===== src/rtl/tq_pkg.sv =====
`default_nettype none
package tq_pkg;

	localparam int SLOTS_DEF = 16;
	localparam int SEL_MAX   = 8;

	// one table entry as it travels along the ring
	typedef struct packed {
		logic        valid;
		logic        mark;
		logic [31:0] due;
		logic [31:0] code;
		logic [3:0]  grp;
		logic [3:0]  ph;
	} slot_t;

	typedef enum logic [4:0] {
		OP_RESET      = 5'd0,
		OP_ADVANCE    = 5'd1,
		OP_SET_PHASE  = 5'd2,
		OP_ADD_PHASE  = 5'd3,
		OP_REM_PHASE  = 5'd4,
		OP_SCHEDULE   = 5'd5,
		OP_RESCHEDULE = 5'd6,
		OP_REPEAT     = 5'd7,
		OP_EXECUTE    = 5'd8,
		OP_PEEK       = 5'd9,
		OP_DELAY_EV   = 5'd10,
		OP_DELAY_ALL  = 5'd11,
		OP_DELAY_GRP  = 5'd12,
		OP_CANCEL     = 5'd13,
		OP_CANCEL_GRP = 5'd14,
		OP_TIME_OF    = 5'd15,
		OP_POP        = 5'd16
	} op_t;

	typedef enum logic [2:0] {
		ST_IDLE,
		ST_PASS,
		ST_EVAL,
		ST_SCAN,
		ST_DONE
	} state_t;

	typedef enum logic [1:0] {
		ED_NONE,
		ED_KILL,
		ED_SETDUE,
		ED_WRITE
	} edit_t;

	// ring control from the sequencer to the cells
	typedef struct packed {
		logic  shift;
		slot_t wb;
	} ring_ctl_t;

	function automatic logic [3:0] sel_or_none(input logic [3:0] v);
		sel_or_none = (v >= 4'd1 && v <= 4'(SEL_MAX)) ? v : 4'd0;
	endfunction

endpackage
`default_nettype wire


===== src/rtl/tq_in_if.sv =====
`default_nettype none
interface tq_in_if;
	logic        valid;
	logic        ready;
	logic [4:0]  kind;
	logic [31:0] event_code;
	logic [31:0] amount;
	logic [3:0]  group_sel;
	logic [3:0]  phase_sel;

	modport source (output valid, kind, event_code, amount, group_sel, phase_sel,
		input ready);
	modport sink (input valid, kind, event_code, amount, group_sel, phase_sel,
		output ready);
endinterface
`default_nettype wire


===== src/rtl/tq_out_if.sv =====
`default_nettype none
interface tq_out_if;
	logic        valid;
	logic        ready;
	logic [31:0] event_out;
	logic [31:0] due_time;
	logic [31:0] clock_now;
	logic [7:0]  active_phases;
	logic        status;

	modport source (output valid, event_out, due_time, clock_now, active_phases, status,
		input ready);
	modport sink (input valid, event_out, due_time, clock_now, active_phases, status,
		output ready);
endinterface
`default_nettype wire


===== src/rtl/tq_cell.sv =====
`default_nettype none
module tq_cell (
	input  wire logic          clk,
	input  wire logic          arst_n,
	input  wire logic          shift,
	input  wire tq_pkg::slot_t d,
	output tq_pkg::slot_t      q
);
	import tq_pkg::*;

	logic  valid_q;
	logic  mark_q;
	slot_t pay_q;

	// valid and mark bits, cleared by reset
	always_ff @(posedge clk or negedge arst_n) begin
		if (!arst_n) begin
			valid_q <= 1'b0;
			mark_q  <= 1'b0;
		end else if (shift) begin
			valid_q <= d.valid;
			mark_q  <= d.mark;
		end
	end

	// entry contents
	always_ff @(posedge clk) begin
		if (shift) begin
			pay_q <= d;
		end
	end

	always_comb begin
		q       = pay_q;
		q.valid = valid_q;
		q.mark  = mark_q;
	end
endmodule
`default_nettype wire


===== src/rtl/tq_ctrl.sv =====
`default_nettype none
module tq_ctrl #(
	parameter int SLOTS = tq_pkg::SLOTS_DEF
) (
	input  wire logic          clk,
	input  wire logic          arst_n,
	tq_in_if.sink              in_ch,
	tq_out_if.source           out_ch,
	input  wire tq_pkg::slot_t tail,
	output tq_pkg::ring_ctl_t  ring
);
	import tq_pkg::*;

	localparam int IW = (SLOTS > 1) ? $clog2(SLOTS) : 1;
	localparam int KW = $clog2(SLOTS + 1);

	state_t        state_q, state_d;
	logic          stg_q, stg_d;
	logic          first_q, first_d;
	logic [IW-1:0] step_q, step_d;
	logic [KW-1:0] k_q, k_d;
	logic [4:0]    op_q;
	logic [31:0]   code_q, amt_q;
	logic [3:0]    g_q, ph_q;
	logic [31:0]   clock_q, clock_d;
	logic [7:0]    pmask_q, pmask_d;
	logic [31:0]   base_q, base_d, limit_q;
	edit_t         edit_q, edit_d;
	logic [IW-1:0] eidx_q, eidx_d;
	logic [31:0]   edue_q, edue_d;
	logic [31:0]   ev_q, ev_d, due_q, due_d;
	logic          st_q, st_d;

	// pass accumulators
	logic          mf_q, mf_c;
	logic [IW-1:0] mi_q, mi_c;
	logic [31:0]   md_q, md_c, me_q, me_c;
	logic [3:0]    mp_q, mp_c;
	logic          ff_q, ff_c;
	logic [IW-1:0] fi_q, fi_c;
	logic [SLOTS:0] tm_q, tm_c, tm_d;

	logic          out_valid_q;
	logic [31:0]   out_ev_q, out_due_q, out_clk_q;
	logic [7:0]    out_pm_q;
	logic          out_st_q;

	logic          in_acc, leave_done;
	slot_t         e;
	logic          cand;
	logic [31:0]   dd, dmin;
	logic [2:0]    pidx;
	logic          blocked;
	logic [3:0]    gsel_in;

	assign in_acc     = in_ch.valid && in_ch.ready;
	assign in_ch.ready = (state_q == ST_IDLE);
	assign leave_done = (state_q == ST_DONE) && (!out_valid_q || out_ch.ready);
	assign gsel_in    = sel_or_none(in_ch.group_sel);

	// entry leaving the tail of the ring, with this pass's edits applied
	always_comb begin
		e = tail;
		if (first_q) begin
			if (op_q == OP_RESET) e.valid = 1'b0;
			if ((op_q == OP_CANCEL || op_q == OP_RESCHEDULE) && e.code == code_q)
				e.valid = 1'b0;
			if (op_q == OP_CANCEL_GRP && e.grp == g_q) e.valid = 1'b0;
			if (op_q == OP_DELAY_EV || op_q == OP_DELAY_GRP) e.mark = 1'b0;
		end
		if (step_q == eidx_q) begin
			case (edit_q)
				ED_KILL: e.valid = 1'b0;
				ED_SETDUE: begin
					e.due  = edue_q;
					e.mark = 1'b1;
				end
				ED_WRITE: begin
					e.valid = 1'b1;
					e.mark  = 1'b0;
					e.due   = edue_q;
					e.code  = code_q;
					e.grp   = g_q;
					e.ph    = ph_q;
				end
				default: ;
			endcase
		end
		ring.wb    = e;
		ring.shift = (state_q == ST_PASS);
	end

	// per-op filter for the minimum search
	always_comb begin
		case (op_q)
			OP_TIME_OF: cand = e.valid && e.code == code_q;
			OP_DELAY_EV: cand = e.valid && !e.mark && e.due < limit_q && e.code == code_q;
			OP_DELAY_GRP: cand = e.valid && !e.mark && e.due < limit_q && e.grp == g_q;
			default: cand = e.valid;
		endcase
	end

	// accumulate minimum, free slot and taken-time window over one pass
	always_comb begin
		mf_c = (step_q == '0) ? 1'b0 : mf_q;
		mi_c = mi_q;
		md_c = md_q;
		me_c = me_q;
		mp_c = mp_q;
		ff_c = (step_q == '0) ? 1'b0 : ff_q;
		fi_c = fi_q;
		tm_c = (step_q == '0) ? '0 : tm_q;
		dd   = e.due - base_q;
		if (cand && (!mf_c || e.due < md_c)) begin
			mf_c = 1'b1;
			mi_c = step_q;
			md_c = e.due;
			me_c = e.code;
			mp_c = e.ph;
		end
		if (!e.valid && !ff_c) begin
			ff_c = 1'b1;
			fi_c = step_q;
		end
		if (e.valid && dd <= 32'(SLOTS)) tm_c[dd[KW-1:0]] = 1'b1;
	end

	assign dmin    = md_q - base_q;
	assign pidx    = mp_q[2:0] - 3'd1;
	assign blocked = (pmask_q != 8'd0) && (mp_q != 4'd0) && !pmask_q[pidx];

	// state, clock and phase mask registers
	always_ff @(posedge clk or negedge arst_n) begin
		if (!arst_n) begin
			state_q <= ST_IDLE;
			clock_q <= '0;
			pmask_q <= '0;
		end else begin
			state_q <= state_d;
			clock_q <= clock_d;
			pmask_q <= pmask_d;
		end
	end

	// next state and sequencing
	always_comb begin
		state_d = state_q;
		stg_d   = stg_q;
		first_d = first_q;
		step_d  = step_q;
		k_d     = k_q;
		clock_d = clock_q;
		pmask_d = pmask_q;
		base_d  = base_q;
		edit_d  = edit_q;
		eidx_d  = eidx_q;
		edue_d  = edue_q;
		ev_d    = ev_q;
		due_d   = due_q;
		st_d    = st_q;
		tm_d    = tm_q;
		case (state_q)
			ST_IDLE: begin
				if (in_acc) begin
					ev_d    = '0;
					due_d   = '0;
					st_d    = 1'b0;
					stg_d   = 1'b0;
					first_d = 1'b1;
					edit_d  = ED_NONE;
					step_d  = '0;
					base_d  = clock_q + in_ch.amount;
					state_d = ST_PASS;
					case (in_ch.kind)
						OP_RESET: begin
							clock_d = '0;
							pmask_d = '0;
						end
						OP_ADVANCE: begin
							clock_d = clock_q + in_ch.amount;
							state_d = ST_DONE;
						end
						OP_SET_PHASE: begin
							if (in_ch.phase_sel == 4'd0) pmask_d = '0;
							else if (in_ch.phase_sel <= 4'(SEL_MAX))
								pmask_d = 8'd1 << (in_ch.phase_sel[2:0] - 3'd1);
							state_d = ST_DONE;
						end
						OP_ADD_PHASE: begin
							if (sel_or_none(in_ch.phase_sel) != 4'd0)
								pmask_d = pmask_q | (8'd1 << (in_ch.phase_sel[2:0] - 3'd1));
							state_d = ST_DONE;
						end
						OP_REM_PHASE: begin
							if (sel_or_none(in_ch.phase_sel) != 4'd0)
								pmask_d = pmask_q & ~(8'd1 << (in_ch.phase_sel[2:0] - 3'd1));
							state_d = ST_DONE;
						end
						OP_DELAY_ALL: begin
							clock_d = (in_ch.amount < clock_q) ? clock_q - in_ch.amount : '0;
							state_d = ST_DONE;
						end
						OP_DELAY_GRP, OP_CANCEL_GRP: begin
							if (gsel_in == 4'd0) state_d = ST_DONE;
						end
						OP_SCHEDULE, OP_RESCHEDULE, OP_REPEAT, OP_EXECUTE, OP_PEEK,
						OP_DELAY_EV, OP_CANCEL, OP_TIME_OF, OP_POP: ;
						default: state_d = ST_DONE;
					endcase
				end
			end
			ST_PASS: begin
				step_d = step_q + 1'b1;
				tm_d   = tm_c;
				if (step_q == IW'(SLOTS - 1)) begin
					step_d  = '0;
					first_d = 1'b0;
					edit_d  = ED_NONE;
					state_d = ST_EVAL;
				end
			end
			ST_EVAL: begin
				state_d = ST_DONE;
				k_d     = '0;
				case (op_q)
					OP_TIME_OF: due_d = mf_q ? md_q : '0;
					OP_SCHEDULE, OP_RESCHEDULE: begin
						if (!stg_q) begin
							if (!ff_q) st_d = 1'b1;
							else state_d = ST_SCAN;
						end
					end
					OP_REPEAT: begin
						if (!stg_q && mf_q) begin
							if (dmin <= 32'(SLOTS)) tm_d[dmin[KW-1:0]] = 1'b0;
							state_d = ST_SCAN;
						end
					end
					OP_EXECUTE, OP_PEEK: begin
						if (!stg_q && mf_q && md_q <= clock_q) begin
							if (blocked) begin
								edit_d  = ED_KILL;
								eidx_d  = mi_q;
								state_d = ST_PASS;
							end else begin
								ev_d = me_q;
								if (op_q == OP_EXECUTE) begin
									edit_d  = ED_KILL;
									eidx_d  = mi_q;
									stg_d   = 1'b1;
									state_d = ST_PASS;
								end
							end
						end
					end
					OP_POP: begin
						if (!stg_q && mf_q) begin
							edit_d  = ED_KILL;
							eidx_d  = mi_q;
							stg_d   = 1'b1;
							state_d = ST_PASS;
						end
					end
					OP_DELAY_EV, OP_DELAY_GRP: begin
						if (stg_q) state_d = ST_SCAN;
						else if (mf_q) begin
							base_d  = md_q + amt_q;
							stg_d   = 1'b1;
							state_d = ST_PASS;
						end
					end
					default: ;
				endcase
			end
			ST_SCAN: begin
				if (!tm_q[k_q]) begin
					edue_d  = base_q + 32'(k_q);
					state_d = ST_PASS;
					if (op_q == OP_SCHEDULE || op_q == OP_RESCHEDULE) begin
						edit_d = ED_WRITE;
						eidx_d = fi_q;
						stg_d  = 1'b1;
					end else begin
						edit_d = ED_SETDUE;
						eidx_d = mi_q;
						stg_d  = (op_q == OP_REPEAT);
					end
				end else begin
					k_d = k_q + 1'b1;
				end
			end
			ST_DONE: begin
				if (leave_done) state_d = ST_IDLE;
			end
			default: state_d = ST_IDLE;
		endcase
	end

	// working registers
	always_ff @(posedge clk) begin
		stg_q   <= stg_d;
		first_q <= first_d;
		step_q  <= step_d;
		k_q     <= k_d;
		base_q  <= base_d;
		edit_q  <= edit_d;
		eidx_q  <= eidx_d;
		edue_q  <= edue_d;
		ev_q    <= ev_d;
		due_q   <= due_d;
		st_q    <= st_d;
		tm_q    <= tm_d;
		if (in_acc) begin
			op_q    <= in_ch.kind;
			code_q  <= in_ch.event_code;
			amt_q   <= in_ch.amount;
			g_q     <= gsel_in;
			ph_q    <= sel_or_none(in_ch.phase_sel);
			limit_q <= clock_q + in_ch.amount;
		end
		if (state_q == ST_PASS) begin
			mf_q <= mf_c;
			mi_q <= mi_c;
			md_q <= md_c;
			me_q <= me_c;
			mp_q <= mp_c;
			ff_q <= ff_c;
			fi_q <= fi_c;
		end
	end

	// result register
	always_ff @(posedge clk or negedge arst_n) begin
		if (!arst_n) begin
			out_valid_q <= 1'b0;
		end else if (leave_done) begin
			out_valid_q <= 1'b1;
		end else if (out_ch.ready) begin
			out_valid_q <= 1'b0;
		end
	end

	always_ff @(posedge clk) begin
		if (leave_done) begin
			out_ev_q  <= ev_q;
			out_due_q <= due_q;
			out_clk_q <= clock_q;
			out_pm_q  <= pmask_q;
			out_st_q  <= st_q;
		end
	end

	assign out_ch.valid         = out_valid_q;
	assign out_ch.event_out     = out_ev_q;
	assign out_ch.due_time      = out_due_q;
	assign out_ch.clock_now     = out_clk_q;
	assign out_ch.active_phases = out_pm_q;
	assign out_ch.status        = out_st_q;
endmodule
`default_nettype wire


===== src/rtl/timed_event_queue_unit.sv =====
// channel | dir | beat contents
// in_ch   | in  | kind, event_code, amount, group_sel, phase_sel
// out_ch  | out | event_out, due_time, clock_now, active_phases, status
//
// clock, phase and unused kinds go from accept straight to the done state and result register.
// table kinds rotate the ring of SLOTS cells once per pass, then evaluate.
// schedule and repeat take two passes plus a free-time scan over up to SLOTS+1 due times;
// execute takes one pass per dropped event; each delayed entry costs two passes and a scan.
// reset clears clock and mask at once and the entry valid bits in one clearing pass.
// a new beat is taken while the last result still waits on a stalled output.
`default_nettype none
module timed_event_queue_unit #(
	parameter int SLOTS = tq_pkg::SLOTS_DEF
) (
	input wire logic clk,
	input wire logic arst_n,
	tq_in_if.sink    in_ch,
	tq_out_if.source out_ch
);
	import tq_pkg::*;

	slot_t     link [SLOTS];
	ring_ctl_t ring;

	tq_ctrl #(.SLOTS(SLOTS)) u_ctrl (
		.clk    (clk),
		.arst_n (arst_n),
		.in_ch  (in_ch),
		.out_ch (out_ch),
		.tail   (link[SLOTS-1]),
		.ring   (ring)
	);

	// ring of entry cells, head fed by the sequencer's write-back
	for (genvar i = 0; i < SLOTS; i++) begin : g_cell
		tq_cell u_cell (
			.clk    (clk),
			.arst_n (arst_n),
			.shift  (ring.shift),
			.d      ((i == 0) ? ring.wb : link[(i == 0) ? 0 : i - 1]),
			.q      (link[i])
		);
	end
endmodule
`default_nettype wire


===== src/flat_wrapper.sv =====
// flat-port wrapper written by rule: the top's interface ports become plain ports
module timed_event_queue_unit_flat import tq_pkg::*;
#(
	parameter int SLOTS = tq_pkg::SLOTS_DEF
)
  (clk, arst_n, in_ch_valid, in_ch_kind, in_ch_event_code, in_ch_amount, in_ch_group_sel, in_ch_phase_sel, in_ch_ready, out_ch_valid, out_ch_event_out, out_ch_due_time, out_ch_clock_now, out_ch_active_phases, out_ch_status, out_ch_ready);
  tq_in_if in_ch_i ();
  tq_out_if out_ch_i ();
  input wire logic clk;
  input wire logic arst_n;
  input wire logic [$bits(in_ch_i.valid)-1:0] in_ch_valid;
  input wire logic [$bits(in_ch_i.kind)-1:0] in_ch_kind;
  input wire logic [$bits(in_ch_i.event_code)-1:0] in_ch_event_code;
  input wire logic [$bits(in_ch_i.amount)-1:0] in_ch_amount;
  input wire logic [$bits(in_ch_i.group_sel)-1:0] in_ch_group_sel;
  input wire logic [$bits(in_ch_i.phase_sel)-1:0] in_ch_phase_sel;
  output wire logic [$bits(in_ch_i.ready)-1:0] in_ch_ready;
  output wire logic [$bits(out_ch_i.valid)-1:0] out_ch_valid;
  output wire logic [$bits(out_ch_i.event_out)-1:0] out_ch_event_out;
  output wire logic [$bits(out_ch_i.due_time)-1:0] out_ch_due_time;
  output wire logic [$bits(out_ch_i.clock_now)-1:0] out_ch_clock_now;
  output wire logic [$bits(out_ch_i.active_phases)-1:0] out_ch_active_phases;
  output wire logic [$bits(out_ch_i.status)-1:0] out_ch_status;
  input wire logic [$bits(out_ch_i.ready)-1:0] out_ch_ready;
  assign in_ch_i.valid = in_ch_valid;
  assign in_ch_i.kind = in_ch_kind;
  assign in_ch_i.event_code = in_ch_event_code;
  assign in_ch_i.amount = in_ch_amount;
  assign in_ch_i.group_sel = in_ch_group_sel;
  assign in_ch_i.phase_sel = in_ch_phase_sel;
  assign in_ch_ready = in_ch_i.ready;
  assign out_ch_valid = out_ch_i.valid;
  assign out_ch_event_out = out_ch_i.event_out;
  assign out_ch_due_time = out_ch_i.due_time;
  assign out_ch_clock_now = out_ch_i.clock_now;
  assign out_ch_active_phases = out_ch_i.active_phases;
  assign out_ch_status = out_ch_i.status;
  assign out_ch_i.ready = out_ch_ready;
  timed_event_queue_unit #(.SLOTS(SLOTS)) u_core (.clk(clk), .arst_n(arst_n), .in_ch(in_ch_i), .out_ch(out_ch_i));
endmodule

===== config.mk =====
export PLATFORM = sky130hd
export DESIGN_NAME = timed_event_queue_unit_flat
export DESIGN_NICKNAME = d
export VERILOG_FILES = /design/src/rtl/tq_pkg.sv /design/src/rtl/tq_in_if.sv /design/src/rtl/tq_out_if.sv /design/src/rtl/tq_cell.sv /design/src/rtl/tq_ctrl.sv /design/src/rtl/timed_event_queue_unit.sv /design/src/flat_wrapper.sv
export SDC_FILE = /design/constraint.sdc
export NUM_CORES = 2
export LEC_CHECK = 0
export BUFFER_PORTS_ARGS = -buffer_cell sky130_fd_sc_hd__clkbuf_2
export CAP_MARGIN = 20
export CORE_MARGIN = 4
export CORE_UTILIZATION = 61
export DETAILED_ROUTE_END_ITERATION = 7
export MAX_ROUTING_LAYER = met4
export PLACE_DENSITY = 0.85
export SLEW_MARGIN = 20
export SYNTH_ARGS = -nofsm -noshare
export SYNTH_HDL_FRONTEND = slang
export SYNTH_SLANG_ARGS = --single-unit

===== constraint.sdc =====
create_clock -name clk -period 61.5 [get_ports clk]
set_input_delay 12.3 -clock clk [delete_from_list [all_inputs] [get_ports clk]]
set_output_delay 12.3 -clock clk [all_outputs]
set_load 0.02 [all_outputs]

* Yosys cells after proc, flatten, opt, wreduce, memory -nomap -nowiden
Cells that the tools add are included.
** Storage, ports and cells
- Bits in registers :: 1683
- Output and inout port bits :: 107
- Word-level logic and storage cells :: 411
** Operators by class
- Reductions and logical operators :: 72
- Magnitude comparators :: 16
- Equality and inequality tests :: 67
- Bitwise logic cells :: 7
- $add $sub $neg :: 10
- Shifts and indexed selects :: 1
- Mux-type cells :: 108
** Operators with widths (count)
- 32-bit two-way mux :: 11
- 32-bit case mux with 2 select lines :: 3
- 32-bit < comparator :: 3
- 32-bit case mux with 3 select lines :: 1
- 32-bit subtractor :: 3
- 17-bit two-way mux :: 5
- 5-bit by 4-bit equality test with 1-bit output (second input constant) :: 15
- 74-bit two-way mux :: 1
- 33-bit case mux with 2 select lines :: 1
- 32-bit adder :: 2
- 32-bit equality test :: 2
- 32-bit by 5-bit <= comparator with 1-bit output (second input constant) :: 2
- 3-bit two-way mux :: 14
- 4-bit two-way mux :: 10
- 40-bit two-way mux :: 1
- 5-bit by 3-bit equality test with 1-bit output (second input constant) :: 7
- 17-bit case mux with 2 select lines :: 1
- 32-bit by 5-bit adder with 32-bit output :: 1
- 32-bit <= comparator :: 1
- 8-bit two-way mux :: 4
- 8-bit case mux with 4 select lines :: 1
- 3-bit case mux with 5 select lines :: 2
- 2-bit != test (second input constant) :: 14
- 1-bit two-way mux :: 27
- other kinds (61) :: 149

* Logic depth before layout (Yosys ltp)
- Word-level depth :: 16
- Mapped depth :: 18
- Gate-level depth less buffers :: 17

* Cells and area by module
A second synthesis with hierarchy kept.
** Unflattened totals
- Cell total of the unflattened synthesis :: 4232
- Area, all modules :: 67059.3 µm²
** By module, submodules not included
- tq_cell :: cells each 78, sequential area each 2212.1 µm², times used 16, area an instance 2249.7 µm²
- tq_ctrl :: cells each 2984, sequential area each 14764.2 µm², times used 1, area an instance 31064.8 µm²

* Worst setup path after synthesis
No wires, ideal clock.
- Path type :: register to register
- Start point :: register u_core.u_ctrl.state_q[1]
- End point :: register u_core.g_cell[0].u_cell.pay_q (netlist bit u_core.g_cell[0].u_cell.q[0]), enable pin
- Buffers on the path :: 1
- Slack :: 27.426 ns
- Data required time :: 59.528 ns
- Stages on the path, launching flop included :: 5
- Arrival time :: 32.102 ns
- Period minus slack after synthesis :: 34.074 ns
- Cells stage by stage :: dfrtp_1 > nand2b_1 > nand2b_1 > clkinv_1 > clkbuf_1
** Between the ends
- Word-level cells in the longest chain between the ends :: 1
** Ends and longest elaborated chain
- from (decl) :: line tq_ctrl.sv:17 : state_t state_q, state_d;
- from (signal assigned) :: line tq_ctrl.sv:139 : state_q <= state_d;
- 3-bit by 1-bit equality test with 1-bit output :: line tq_ctrl.sv:90 : ring.shift = (state_q == ST_PASS);
- to (signal assigned) :: line tq_cell.sv:29 : pay_q <= d;
- to (decl) :: line tq_cell.sv:13 : slot_t pay_q;
Every way passes these cells.
A chain may end at the register's enable or synchronous reset.

* Final worst setup path
- Start point :: input in_ch_amount[19]
- End point :: register u_core.u_ctrl.clock_q[29]
** Between the ends
- Word-level cells in the longest chain between the ends :: 3
- Elaborated cells between the ends (all ways) :: 5
- Those cells by class :: 2 x add/sub; 1 x order compare; 2 x mux
** Ends and longest elaborated chain
- from (decl) :: line flat_wrapper.sv:14 : input wire logic [$bits(in_ch_i.amount)-1:0] in_ch_amount;
- 32-bit subtractor or 32-bit < comparator (tied branches) :: line tq_ctrl.sv:200 : clock_d = (in_ch.amount < clock_q) ? clock_q - in_ch.amount : '0;
- 32-bit two-way mux :: line tq_ctrl.sv:200
- 32-bit case mux with 3 select lines * :: line tq_ctrl.sv:174 : case (in_ch.kind)
- to (signal assigned) :: line tq_ctrl.sv:140 : clock_q <= clock_d;
- to (decl) :: line tq_ctrl.sv:25 : logic [31:0] clock_q, clock_d;
Every way passes the cells marked *; elsewhere a longest branch is shown, timed or not.

==> qor.csv <==
stage,metric,value,unit
worst_setup_path,Critical Path Max Stage Delay,0.57,ns
timing,Final Max Slew Viols,0,
cts,count of instances resized after the clock tree is built,0,
placed_design,Port Buffer Count,187,
worst_setup_path,cell repeated most along the worst path,sky130_fd_sc_hd__inv_1,
routing,average vias per placed instance,6.150,
power,switch share,0.3286,
power,cell leakage power,27.47,nW
cts,total setup buffers inserted after CTS,0,
finish,Syn-to-layout area delta,12.00,%
yosys,"area leader, netlist",sky130_fd_sc_hd__edfxtp_1,
yosys,Post-synth top flop,sky130_fd_sc_hd__edfxtp_1,
global_route,vias in the first global route,36344,
timing,final sum of negative setup slack,0,ns
yosys,sequential area share after synthesis,0.7493,
worst_setup_path,Worst path slowest cell,sky130_fd_sc_hd__or4_1,
yosys,post-synthesis mux area share,0.01774,
yosys,area of the mapped netlist,66940,sq um
cts,Clock Path Buffers,3,
outcome,status,completed,
power,net switching power,0.001271,W
floorplan,starting utilization of the core area,0.6149,
worst_setup_path,number of cells on the critical path,14,
yosys,xor and xnor fraction of the mapped netlist area,0.02323,
run,number of max-cap violations,0,
global_route,wire length of the first global-routing pass,226.8,mm
cts,H-tree level count,4,
placed_design,half-perimeter wire length after detailed placement,96.24,mm
routing,Detailed Route Iter0 Violations,5013,
worst_setup_path,cell family with most CP delay,simple AND/OR/NAND/NOR gates,
yosys,number of different library cells in the post-synthesis netlist,97,
power,design internal power,0.002596,W
worst_setup_path,cell-by-cell trace of the critical path,clkbuf_2 > inv_1 > ha_1 > nand4_1 > or2_2 > or4_1 > inv_1 > o211ai_1 > a21oi_2 > buf_4 > inv_1 > a2111oi_0 > nor3_1 > o221ai_1,
cts,TritonCTS Sinks,1683,
yosys,cell with the most instances after synthesis,sky130_fd_sc_hd__edfxtp_1,
routing,total wirelength of the detailed-routed design,152.1,mm
finish,fraction of layout cells with a size suffix above 1,0.1274,
power,share of total power in the clock network,0.259,
worst_setup_path,Crit Reg-Reg Endpoint,u_core.u_ctrl.me_q[10],
yosys,top cell type's share of synthesized area,0.7209,
worst_setup_path,launch point of the worst reg-to-reg path,u_core.u_ctrl.step_q[0],
power,Pwr Density,51.57,nW/um^2
placed_design,placed cell areas,69550,sq um
worst_setup_path,required time at the worst-slack endpoint,62.18,ns
global_route,maximum number of pins on one net before global-route repair,216,
worst_hold_path,Tightest Hold Check Type,reg -> reg,
yosys,#FFs+latches synth,1683,
timing,worst clock skew,0.07539,ns
global_route,antenna violations before repair,11,
yosys,"top cells by area, synth","sky130_fd_sc_hd__edfxtp_1 (72%), sky130_fd_sc_hd__ha_1 (4.9%), sky130_fd_sc_hd__dfrtp_1 (2.8%), sky130_fd_sc_hd__nand2_1 (1.5%), sky130_fd_sc_hd__a21oi_1 (1.5%)",
floorplan,number of standard-cell rows in the floorplan,121,
cts,number of buffers created by CTS,161,
routing,number of design rule violations left after detail routing,0,
worst_setup_path,CP Capture Point,u_core.u_ctrl.clock_q[29],
finish,finished layout cell area,74970,sq um
power,Peak VDD IR,0.00003354,V
timing,final critical-path share of the clock period,0.2469,
finish,Fill cells,6752,
yosys,Avg Inst Size Synth,15.86,sq um
cts,library cell used as clock root buffer,sky130_fd_sc_hd__clkbuf_16,
placed_design,routability congestion estimate from global placement,0.9241,
routing,DR WL/cell,25.13,um
floorplan,die width,339.3,um
yosys,cell count after synthesis,4220,
yosys,list of most frequent post-synthesis cells,"sky130_fd_sc_hd__edfxtp_1 (1607), sky130_fd_sc_hd__nand2_1 (274), sky130_fd_sc_hd__inv_1 (265), sky130_fd_sc_hd__ha_1 (260), sky130_fd_sc_hd__a21oi_1 (203)",
cts,CTS tree,done,
timing,crit path time final,15.18,ns
timing,unrepaired setup endpoints after global routing,no,
worst_setup_path,Worst Path Arrival,15.87,ns
yosys,"basic-gate share of the synthesized area counting and, or, nand and nor cells",0.06563,
timing,Worst Max-Slew Pin Slew,1.120,ns
routing,Vias,37218,
routing,1st-pass router iterations,6,
timing,total setup violations reported at the end of the flow,0,
timing,Worst slew margin,0.2531,
timing,f_max,65.86,MHz
worst_setup_path,sort of element at the end of the critical path,register,
worst_setup_path,total buffers and inverters traversed by the critical path,5,
worst_setup_path,origin of the worst setup path,in_ch_amount[19],
worst_setup_path,register-to-register path setup slack,54.85,ns
global_route,overall track demand over capacity in global routing,0.2701,
global_route,grt ovf,0,
yosys,Synthesis Warnings,0,
floorplan,number of placed I/O pins,188,
timing,Final Hold Viols,0,
cts,hold buffers post-CTS,0,
worst_setup_path,worst r2r path cells,18,
floorplan,Vert. Die Dim,339.3,um
worst_setup_path,Max Fanout on Critical Path,31,
yosys,dominant combinational cell family by area after synthesis,compound AO/OA/AOI/OAI gates,
floorplan,Core Region,108900,sq um
worst_setup_path,category of the worst setup path launch point,primary input,
cts,register clock-pin slew on the reported worst setup and hold paths,0.07,ns
yosys,"EDFF count, synth",1607,
cts,insertion delay of the later-clocked pin in the worst-skew pair,0.78,ns
yosys,area fraction in compound gates after synthesis,0.07249,
power,combinational share of power,0.253,
yosys,synthesized net count,4567,
finish,total number of nets in the final design,4846,
yosys,adder-cell area share of the yosys netlist,0.05039,
routing,count of antenna-violating nets left after detailed routing,0,
floorplan,floorplan die area,115100,sq um
worst_setup_path,critical path class,in -> reg,
power,Sequential Power Share,0.487,
yosys,share of synthesized flip-flops with an asynchronous set or reset,0.04516,
worst min path at each step:
stage	startpoint	end	cells past startpoint
2_1_floorplan	u_core.g_cell[9].u_cell.q[0]	u_core.g_cell[10].u_cell.q[0]	0
3_3_place_gp	u_core.g_cell[5].u_cell.q[45]	u_core.g_cell[6].u_cell.q[45]	0
3_5_place_dp	u_core.g_cell[9].u_cell.q[18]	u_core.g_cell[10].u_cell.q[18]	0
4_1_cts	u_core.g_cell[3].u_cell.q[11]	u_core.g_cell[4].u_cell.q[11]	0
5_1_grt	u_core.g_cell[12].u_cell.q[33]	u_core.g_cell[13].u_cell.q[33]	0
6_report	u_core.g_cell[3].u_cell.q[11]	u_core.g_cell[4].u_cell.q[11]	0
cells by family (layout without fill, tap and decap cells):
kind of cell	Yosys count	in the layout
fa+ha+maj	266	266
buf+inv	370	780
flops	1683	1683
mux	100	100
xor+xnor	175	175
other cells	0	8
simple gates	889	889
compound gates	737	737
cell type report:
cell class                      count  area [sq um]  share of cell area
Tap cell                         1414          1769             0.02360
Clock inverter                    105          1190             0.01587
Clock buffer                      189          4155             0.05542
Timing Repair Buffer              218          1252             0.01671
Antenna cell                        8         20.02           0.0002670
Inverter                          268          1016             0.01355
Multi-Input combinational cell   2167         15410              0.2056
Sequential cell                  1683         50160              0.6690
registers in the layout, indices dropped and copies added, names as in the netlist, 16 cells and up:
name                            count
u_core.u_ctrl.code_q               32
u_core.u_ctrl.due_q                32
u_core.u_ctrl.out_ch.event_out     32
u_core.u_ctrl.edue_q               32
u_core.u_ctrl.ev_q                 32
u_core.u_ctrl.md_q                 32
u_core.g_cell.u_cell.valid_q       16
u_core.g_cell.u_cell.q           1152
u_core.u_ctrl.amt_q                32
u_core.g_cell.u_cell.mark_q        16
u_core.u_ctrl.limit_q              32
u_core.u_ctrl.me_q                 32
u_core.u_ctrl.tm_q                 17
u_core.u_ctrl.base_q               32
u_core.u_ctrl.out_ch.clock_now     32
u_core.u_ctrl.out_ch.due_time      32
u_core.u_ctrl.clock_q              32
power by group through the flow:
stage | Sequential (W) | Clock [W] | Combinational [W]
after floorplan | 0.00224 | 0 | 0.000665
after global placement | 0.00187 | 0 | 0.000932
after detailed placement | 0.00189 | 0 | 0.000949
after CTS | 0.00188 | 0.00102 | 0.000962
after global routing | 0.00191 | 0.00107 | 0.00107
final | 0.00188 | 0.00100 | 0.000980
worst register-to-register path, cell delays in order (launching register included):
cell                       delay [ns]
sky130_fd_sc_hd__edfxtp_1        0.51
sky130_fd_sc_hd__xor2_1          0.21
sky130_fd_sc_hd__nor4_1          0.31
sky130_fd_sc_hd__buf_4           0.19
sky130_fd_sc_hd__nand2_1         0.12
sky130_fd_sc_hd__buf_4           0.30
sky130_fd_sc_hd__mux2_2          0.48
sky130_fd_sc_hd__ha_1            0.34
sky130_fd_sc_hd__a21o_1          0.17
sky130_fd_sc_hd__a21o_1          0.17
sky130_fd_sc_hd__a21o_1          0.17
sky130_fd_sc_hd__a21o_1          0.17
sky130_fd_sc_hd__a21o_1          0.17
sky130_fd_sc_hd__a21oi_1         0.17
sky130_fd_sc_hd__o211ai_1        0.27
sky130_fd_sc_hd__a221oi_1        0.76
sky130_fd_sc_hd__o31ai_1         0.27
sky130_fd_sc_hd__a21boi_4        0.58
sky130_fd_sc_hd__buf_4           0.86
per-stage QoR:
step	instances	utilization	setup slack (ns)	power [W]	hold WS (ns)
6_report	6052	0.6888	46.32	0.003867	0.3901
5_1_grt	6052	0.6888	46.15	0.004048	0.4073
4_1_cts	6042	0.6880	46.44	0.003868	0.3982
3_5_place_dp	5748	0.6389	45.65	0.002836	0.4045
3_3_place_gp	5748	0.6389	45.67	0.002798	0.4003
2_1_floorplan	4220	-	27.43	0.002908	0.4003
metal layers:
metal	track usage	up-vias	part of all wire
met5	-	-	0
met4	0.07831	0	0.026
met1	0.3930	18601	0.44
li1	-	16588	-
met2	0.4008	1755	0.46
met3	0.04612	274	0.079
layout by cell type (no fill, tap or decap), types with 34 or more instances in the layout:
cell type                      n
sky130_fd_sc_hd__nand4_1      42
sky130_fd_sc_hd__mux2_2       79
sky130_fd_sc_hd__ha_1        260
sky130_fd_sc_hd__xor2_1       73
sky130_fd_sc_hd__o21ai_0     137
sky130_fd_sc_hd__nand3_1      65
sky130_fd_sc_hd__xnor2_1     100
sky130_fd_sc_hd__nand2_1     273
sky130_fd_sc_hd__clkinv_1     34
sky130_fd_sc_hd__inv_1       265
sky130_fd_sc_hd__and3_1       83
sky130_fd_sc_hd__nor2_1      177
sky130_fd_sc_hd__edfxtp_1   1607
sky130_fd_sc_hd__nor2b_1      34
sky130_fd_sc_hd__clkbuf_2    186
sky130_fd_sc_hd__clkbuf_16   162
sky130_fd_sc_hd__a21oi_1     203
sky130_fd_sc_hd__nor3_1       58
sky130_fd_sc_hd__nand2b_1     34
sky130_fd_sc_hd__dfrtp_1      76
sky130_fd_sc_hd__a21o_1       83
Power figures use the tool's default switching activity.
